**config.mk**
```make
export PLATFORM = sky130hd
export DESIGN_NAME = segment_range_merger_core
export DESIGN_NICKNAME = d
export VERILOG_FILES = /design/src/rtl/srm_pkg.sv /design/src/rtl/srm_ram.sv /design/src/rtl/segment_range_merger_core.sv
export SDC_FILE = /design/constraint.sdc
export NUM_CORES = 1
export LEC_CHECK = 0
export ABC_AREA = 1
export BUFFER_PORTS_ARGS = -buffer_cell sky130_fd_sc_hd__clkbuf_2
export CAP_MARGIN = 10
export CORE_MARGIN = 1.5
export CORE_UTILIZATION = 30
export DETAILED_ROUTE_END_ITERATION = 10
export PLACE_DENSITY_LB_ADDON = 0.1
export SLEW_MARGIN = 20
export SYNTH_ARGS = -nofsm -noshare
export SYNTH_HDL_FRONTEND = slang
export SYNTH_HIERARCHICAL = 1
export SYNTH_SLANG_ARGS = --single-unit
```
**constraint.sdc**
```tcl
create_clock -name clk -period 5.3 [get_ports clk]
set_input_delay 0.265 -clock clk [delete_from_list [all_inputs] [get_ports clk]]
set_output_delay 0.265 -clock clk [all_outputs]
set_load 0.02 [all_outputs]
```
**src/rtl/srm_pkg.sv**
```systemverilog
// Package for the segment range merger: beat types, constants and states.
// No dependencies.
`default_nettype none
package srm_pkg;
	localparam int MaxRanges = 16;
	localparam int IdxW = $clog2(MaxRanges);
	localparam int CntW = $clog2(MaxRanges + 1);
	localparam logic [24:0] StreamCapacity = 25'd16777216;
	localparam logic [24:0] DefaultLimit = 25'd8388608;

	typedef struct packed {
		logic [23:0] seg_offset;
		logic [15:0] seg_length;
		logic        fin_seen;
	} srm_in_t;

	typedef struct packed {
		logic [4:0]  range_count;
		logic [24:0] stream_length;
		logic        contiguous;
		logic        complete;
		logic        over_limit;
		logic        dropped;
	} srm_out_t;

	// One table entry: start and end of a held range.
	typedef struct packed {
		logic [23:0] rstart;
		logic [24:0] rend;
	} srm_entry_t;

	typedef enum logic [2:0] {
		ST_IDLE,
		ST_SCAN,
		ST_DECIDE,
		ST_MOVE,
		ST_DONE
	} srm_state_t;
endpackage
`default_nettype wire

```
**src/rtl/srm_ram.sv**
```systemverilog
// Generic single-port-write, single-port-read RAM with registered read.
// No dependencies.
`default_nettype none
module srm_ram #(
	parameter int Width = 8,
	parameter int Depth = 16
) (
	input  wire logic                     clk,
	input  wire logic                     we,
	input  wire logic [$clog2(Depth)-1:0] waddr,
	input  wire logic [Width-1:0]         wdata,
	input  wire logic [$clog2(Depth)-1:0] raddr,
	output logic [Width-1:0]              rdata
);
	logic [Width-1:0] mem [Depth];

	// Write port and registered read port.
	always_ff @(posedge clk) begin
		if (we) begin
			mem[waddr] <= wdata;
		end
		rdata <= mem[raddr];
	end
endmodule
`default_nettype wire

```
**src/rtl/segment_range_merger_core.sv**
```systemverilog
// Channel   | Handshake              | Payload
// ----------+------------------------+-------------------------------
// in        | in_valid / in_ready    | srm_in_t  (offset, length, fin)
// out       | out_valid / out_ready  | srm_out_t (count, length, flags)
// cfg       | cfg_we                 | cfg_data: max_stream_bytes
// From accept to result, one read pass over the table memory finds the merge window
// and stops at the first range past it, then the entries above the window move up
// or down one per cycle on the single read port.
// The result register holds a finished beat while the output stalls; a new segment
// is taken only after that beat has left.
// Reset clears the count and the stream length and loads the default limit; the
// table memory needs no clearing because only entries below the count are read.
// Top level of the segment range merger; uses srm_pkg and srm_ram.
`default_nettype none
module segment_range_merger_core
	import srm_pkg::*;
(
	input  wire logic     clk,
	input  wire logic     arst_n,
	input  wire logic     in_valid,
	output logic          in_ready,
	input  wire srm_in_t  in_data,
	output logic          out_valid,
	input  wire logic     out_ready,
	output srm_out_t      out_data,
	input  wire logic     cfg_we,
	input  wire logic [24:0] cfg_data
);
	srm_state_t state_q, state_d;
	logic [CntW-1:0] total_q, total_d;
	logic [24:0] hw_q, hw_d, limit_q;
	logic [23:0] lo_q, lo_d;
	logic [24:0] hi_q, hi_d;
	logic fin_q, fin_d, drop_q, drop_d;
	// Scan pointers: read address issued and entry under test.
	logic [CntW-1:0] ra_q, ra_d, pos_q, pos_d;
	logic [CntW-1:0] first_q, first_d, past_q, past_d;
	logic phase_q, phase_d;
	logic out_valid_q, out_valid_d;
	srm_out_t out_q, out_d;
	// Move pass: source index and step direction.
	logic [CntW-1:0] src_q, src_d, dst_q, dst_d, src_end_q, src_end_d;
	logic up_q, up_d;

	logic we;
	logic [IdxW-1:0] waddr, raddr;
	srm_entry_t wdata, rdata;

	srm_ram #(.Width($bits(srm_entry_t)), .Depth(MaxRanges)) u_tab (
		.clk(clk), .we(we), .waddr(waddr), .wdata(wdata),
		.raddr(raddr), .rdata(rdata)
	);

	logic [24:0] seg_end;
	assign seg_end = {1'b0, lo_q} + {9'd0, hi_q[15:0]};

	// Configuration register.
	always_ff @(posedge clk or negedge arst_n) begin
		if (!arst_n) begin
			limit_q <= DefaultLimit;
		end else if (cfg_we) begin
			limit_q <= cfg_data;
		end
	end

	// Control state.
	always_ff @(posedge clk or negedge arst_n) begin
		if (!arst_n) begin
			state_q <= ST_IDLE;
			total_q <= '0;
			hw_q <= '0;
			out_valid_q <= 1'b0;
		end else begin
			state_q <= state_d;
			total_q <= total_d;
			hw_q <= hw_d;
			out_valid_q <= out_valid_d;
		end
	end

	// Working registers.
	always_ff @(posedge clk) begin
		lo_q <= lo_d; hi_q <= hi_d; fin_q <= fin_d; drop_q <= drop_d;
		ra_q <= ra_d; pos_q <= pos_d; first_q <= first_d; past_q <= past_d;
		phase_q <= phase_d; out_q <= out_d;
		src_q <= src_d; dst_q <= dst_d; src_end_q <= src_end_d; up_q <= up_d;
	end

	assign in_ready = (state_q == ST_IDLE) && !out_valid_q;
	assign out_valid = out_valid_q;
	assign out_data = out_q;

	// Sequencer. During scan hi_q first holds the raw length, then the end.
	always_comb begin
		state_d = state_q; total_d = total_q; hw_d = hw_q;
		lo_d = lo_q; hi_d = hi_q; fin_d = fin_q; drop_d = drop_q;
		ra_d = ra_q; pos_d = pos_q; first_d = first_q; past_d = past_q;
		phase_d = phase_q;
		out_valid_d = out_valid_q && !out_ready; out_d = out_q;
		src_d = src_q; dst_d = dst_q; src_end_d = src_end_q; up_d = up_q;
		we = 1'b0; waddr = dst_q[IdxW-1:0]; wdata = rdata;
		raddr = ra_q[IdxW-1:0];
		case (state_q)
			ST_IDLE: begin
				if (in_valid && in_ready) begin
					lo_d = in_data.seg_offset;
					hi_d = {9'd0, in_data.seg_length};
					fin_d = in_data.fin_seen;
					state_d = ST_SCAN;
					phase_d = 1'b1;
					ra_d = '0; pos_d = '0;
				end
			end
			ST_SCAN: begin
				if (phase_q) begin
					// First cycle: form the segment end.
					hi_d = seg_end;
					phase_d = 1'b0;
					drop_d = seg_end > StreamCapacity;
					first_d = '0;
					if (total_q != '0) begin
						ra_d = ra_q + 1'b1;
					end else begin
						past_d = '0;
						state_d = ST_DECIDE;
					end
				end else begin
					// Each cycle tests the entry read the cycle before.
					if (rdata.rend < hi_q && rdata.rend < {1'b0, lo_q}) begin
						first_d = pos_q + 1'b1;
					end
					if (rdata.rend < {1'b0, lo_q} || {1'b0, rdata.rstart} <= hi_q) begin
						pos_d = pos_q + 1'b1;
						if (!(rdata.rend < {1'b0, lo_q})) begin
							// Merge candidate: widen the window.
							if (pos_q == first_q && rdata.rstart < lo_q) begin
								lo_d = rdata.rstart;
							end
							if (rdata.rend > hi_q) begin
								hi_d = rdata.rend;
							end
						end else begin
							first_d = pos_q + 1'b1;
						end
						if (pos_q + 1'b1 == total_q) begin
							past_d = pos_q + 1'b1;
							state_d = ST_DECIDE;
						end else begin
							ra_d = ra_q + 1'b1;
						end
					end else begin
						past_d = pos_q;
						state_d = ST_DECIDE;
					end
				end
			end
			ST_DECIDE: begin
				if (!drop_q && past_q == first_q && total_q == CntW'(MaxRanges)) begin
					drop_d = 1'b1;
				end
				if (drop_q || (past_q == first_q && total_q == CntW'(MaxRanges))) begin
					state_d = ST_DONE;
				end else if (past_q == first_q) begin
					// Insert: shift entries up from the top.
					up_d = 1'b1;
					src_d = total_q; src_end_d = first_q;
					ra_d = total_q - 1'b1;
					total_d = total_q + 1'b1;
					if (hi_q > hw_q) hw_d = hi_q;
					state_d = ST_MOVE; phase_d = 1'b1;
				end else begin
					// Merge: close the gap from past down to first+1.
					up_d = 1'b0;
					src_d = past_q; src_end_d = total_q;
					dst_d = first_q + 1'b1;
					ra_d = past_q;
					total_d = total_q - (past_q - first_q - 1'b1);
					if (hi_q > hw_q) hw_d = hi_q;
					we = 1'b1; waddr = first_q[IdxW-1:0];
					wdata.rstart = lo_q; wdata.rend = hi_q;
					state_d = ST_MOVE; phase_d = 1'b1;
				end
			end
			ST_MOVE: begin
				if (up_q) begin
					// src_q is the slot to fill from src_q-1; reads run one entry ahead.
					if (phase_q) begin
						phase_d = 1'b0;
						if (src_q == src_end_q) begin
							we = 1'b1; waddr = first_q[IdxW-1:0];
							wdata.rstart = lo_q; wdata.rend = hi_q;
							state_d = ST_DONE;
						end else begin
							ra_d = src_q - 2'd2;
						end
					end else begin
						we = 1'b1; waddr = src_q[IdxW-1:0];
						src_d = src_q - 1'b1;
						if (src_q - 1'b1 == src_end_q) begin
							state_d = ST_MOVE; phase_d = 1'b1;
						end else begin
							ra_d = src_q - 2'd3; phase_d = 1'b0;
						end
					end
				end else begin
					if (phase_q) begin
						phase_d = 1'b0;
						if (src_q == src_end_q) state_d = ST_DONE;
						else ra_d = src_q + 1'b1;
					end else begin
						we = 1'b1; waddr = dst_q[IdxW-1:0];
						dst_d = dst_q + 1'b1;
						src_d = src_q + 1'b1;
						if (src_q + 1'b1 == src_end_q) state_d = ST_DONE;
						else ra_d = src_q + 2'd2;
					end
				end
			end
			ST_DONE: begin
				out_valid_d = 1'b1;
				out_d.range_count = 5'(total_q);
				out_d.stream_length = hw_q;
				out_d.contiguous = total_q <= CntW'(1);
				out_d.complete = fin_q && (total_q <= CntW'(1));
				out_d.over_limit = hw_q > limit_q;
				out_d.dropped = drop_q;
				state_d = ST_IDLE;
			end
			default: state_d = ST_IDLE;
		endcase
	end
endmodule
`default_nettype wire

```
==> flow_summary.json <==
{
  "track_usage_pct": 19.7,
  "regArea_um2": 29600,
  "grt_max_degree": 135,
  "post-cts-setup-buffers": 0,
  "dr.pass1.iters": 6,
  "setup-violations-final": 0,
  "cts_tree": "yes",
  "reg2reg_slack_ns": 1.17,
  "syn-mean-instance-area_um2": 9.63,
  "syn_nets": 5396,
  "min_path_type": "input port to register",
  "grt_overflow": 0,
  "r2r_start": "src_q[2]",
  "min_period_over_period_pct": 77.8,
  "row_count": 148,
  "synthTopCellsByArea": "edfxtp_1 55%, nand2_1 11%, nand3_1 6.8%",
  "initial_core_util_pct": 30.3,
  "routed-via-count": 35781,
  "layout_common_cells": "1,438 x nand2_1, 904 x edfxtp_1, 859 x inv_1",
  "nets": 5563,
  "status": "complete, no violations",
  "globalplace.congestion": 0.881,
  "min_path_cells": 3,
  "io_pins": 107,
  "io_buffers": 106,
  "viasPerCell": 4.72,
  "max_slew_margin_pct": 25.6,
  "die_x_um": 409,
  "min_period_ns": 4.13,
  "grt_pass1_vias": 34575,
  "drcViolationCount": 0,
  "syn_area_um2": 49500,
  "synth_top_area_share_pct": 54.8,
  "worstMarginPinSlew_ns": 1.12,
  "crit_path_max_fanout": 49,
  "drtIter0Drc": 2701,
  "critPathLaunchType": "register",
  "fill_cells": 16679,
  "grt_pass1_wl_mm": 244,
  "setup_tns_ns": 0,
  "power_mw": 37.4,
  "ys_types": 55,
  "r2r_cells": 10,
  "core_area_um2": 163000,
  "avgRoutedWirePerCell_um": 22.0,
  "yosysTopAreaCell": "edfxtp_1",
  "hold_start": "in_valid",
  "ys_seq_area_share_pct": 59.8,
  "antenna_found_initial": 3,
  "cts.sinks": 1012,
  "synthToLayoutAreaGrowth_pct": 15.2,
  "finalHoldViolations": 0,
  "min_to": "phase_q",
  "vdd_drop_max_v": 0.000316,
  "power.leakage_nw": 24.4,
  "clock_path_buffers": 3,
  "root_buffer": "clkbuf_16",
  "cts_hold_buf": 68,
  "clk_pin_slew_ns": 0.06,
  "power.density_nw_per_um2": 656,
  "required_ns": 5.62,
  "slew_viol_final": 0,
  "synthCells": 5142,
  "worstSetupPathType": "register to register",
  "yosysWarnings": 6,
  "drive_gt1_share_pct": 8.01,
  "routed_wl_mm": 167,
  "final_common_cell": "nand2_1",
  "cp-end-kind": "register",
  "clkLatencyLatePin_ns": 0.74,
  "ant_nets": 0,
  "ctsResizeCount": 0,
  "grt_setup_unrepaired": "no",
  "maxCapViolations": 0,
  "timing.rr.end": "u_tab/mem[14][1]",
  "htreeDepth": 3,
  "fmax_mhz": 242,
  "die_h_um": 409,
  "multi_input_area_um2": 15500,
  "dpl.hpwl_mm": 105,
  "skew_ns": 0.0483,
  "cts_buffers": 115,
  "die_area_um2": 168000,
  "crit_arrival_ns": 4.45,
  "ys_ff_latch": 1012
}
-- sequential cells by signal, summed over array words and instances, names as in the netlist, 3 cells and up --
| name | cells |
|---|---|
| out_data | 34 |
| total_q | 5 |
| src_q | 5 |
| hi_q | 25 |
| past_q | 5 |
| limit_q | 25 |
| ra_q | 4 |
| u_tab/mem | 784 |
| dst_q | 4 |
| lo_q | 24 |
| first_q | 5 |
| pos_q | 5 |
| hw_q | 25 |
| src_end_q | 5 |
| u_tab/rdata | 49 |
| state_q | 3 |
-- critical path, stage by stage (launching register included) --
cell      delay, ns
edfxtp_1       0.53
inv_1          0.23
nand2_1        0.08
a21oi_1        0.17
nand3_1        0.19
nand2_1        0.24
inv_1          0.10
o32ai_1        0.69
nand3_1        0.50
nor2_4         0.19
buf_4          0.72
-- power breakdown --
| group | switching [mW] | total (mW) | internal, mW | leakage [nW] |
|---|---|---|---|---|
| clock | 3.35 | 7.90 | 4.55 | 1.80 |
| combinational | 12.1 | 16.5 | 4.44 | 13.2 |
| sequential | 1.34 | 13.0 | 11.6 | 9.37 |
-- Yosys cell counts, drive strengths merged --
cell and number:
a211oi 5, a21boi 3, a21o 4, a21oi 163, a221o 1, a22oi 1
a31oi 5, a41oi 1, and2 1, buf 174, clkbuf 51, clkinv 2
dfrtp 58, dfstp 1, dfxtp 49, edfxtp 904, fa 5, ha 178
inv 872, mux2 1, nand2 1441, nand3 672, nand3b 11, nand4 25
nor2 132, nor3 15, nor4 6, o211ai 12, o21a 5, o21ai 221
o21bai 3, o221ai 63, o22ai 11, o31ai 1, o32ai 1, or2 7
xnor2 18, xor2 19
-- how the worst max path moves through the flow --
stage / startpoint / to / slack (ns) / depth (start not counted)
floorplan: src_q[0] / u_tab/mem[12][0] / 1.01 / 9
global placement: src_q[2] / u_tab/mem[14][21] / 1.19 / 10
detailed placement: src_q[2] / u_tab/mem[14][21] / 1.25 / 10
CTS: src_q[2] / u_tab/mem[14][0] / 1.19 / 10
global route: src_q[2] / u_tab/mem[14][17] / 0.93 / 10
finish: src_q[2] / u_tab/mem[14][1] / 1.17 / 10
-- metal layers --
metal | track usage, % | wire length [um] | part of all wire (%)
met1 | 27.2 | 77800 | 47
met2 | 32.3 | 77300 | 46
met5 | 0 | 0 | 0
met4 | 5.95 | 4700 | 2.8
met3 | 2.19 | 6750 | 4.1
-- cell families (layout without fill, tap and decap cells) --
group | Yosys count | after routing | synth area share, %
mux | 1 | 1 | 0.0227
xor+xnor | 37 | 37 | 0.669
other cells | 0 | 2 | 0
simple gates | 2310 | 2310 | 19.6
buf+inv | 1099 | 1361 | 9.32
fa+ha+maj | 183 | 183 | 4.70
compound gates | 500 | 500 | 5.92
flops | 1012 | 1012 | 59.8
-- through the flow --
step	utilization [%]	cell area, um^2	instances	worst slack [ns]	hold slack (ns)
floorplan	-	49500	5142	1.01	-0.0306
global placement	32.2	52700	7297	1.19	0.457
detailed placement	32.2	52700	7298	1.25	0.453
CTS	34.9	57000	7578	1.19	0.0958
global route	34.9	57000	7579	0.929	0.129
finish	34.9	57000	7581	1.17	0.146
-- layout make-up --
type	instances	area share [%]
clock inverter	58	0.888
antenna	2	0.00877
multi-input combinational	3031	27.2
tap	2175	4.77
timing repair buffer	275	3.89
inverter	874	5.79
sequential	1012	51.9
clock buffer	154	5.55
No activity file was read; power rests on OpenSTA's default activity.
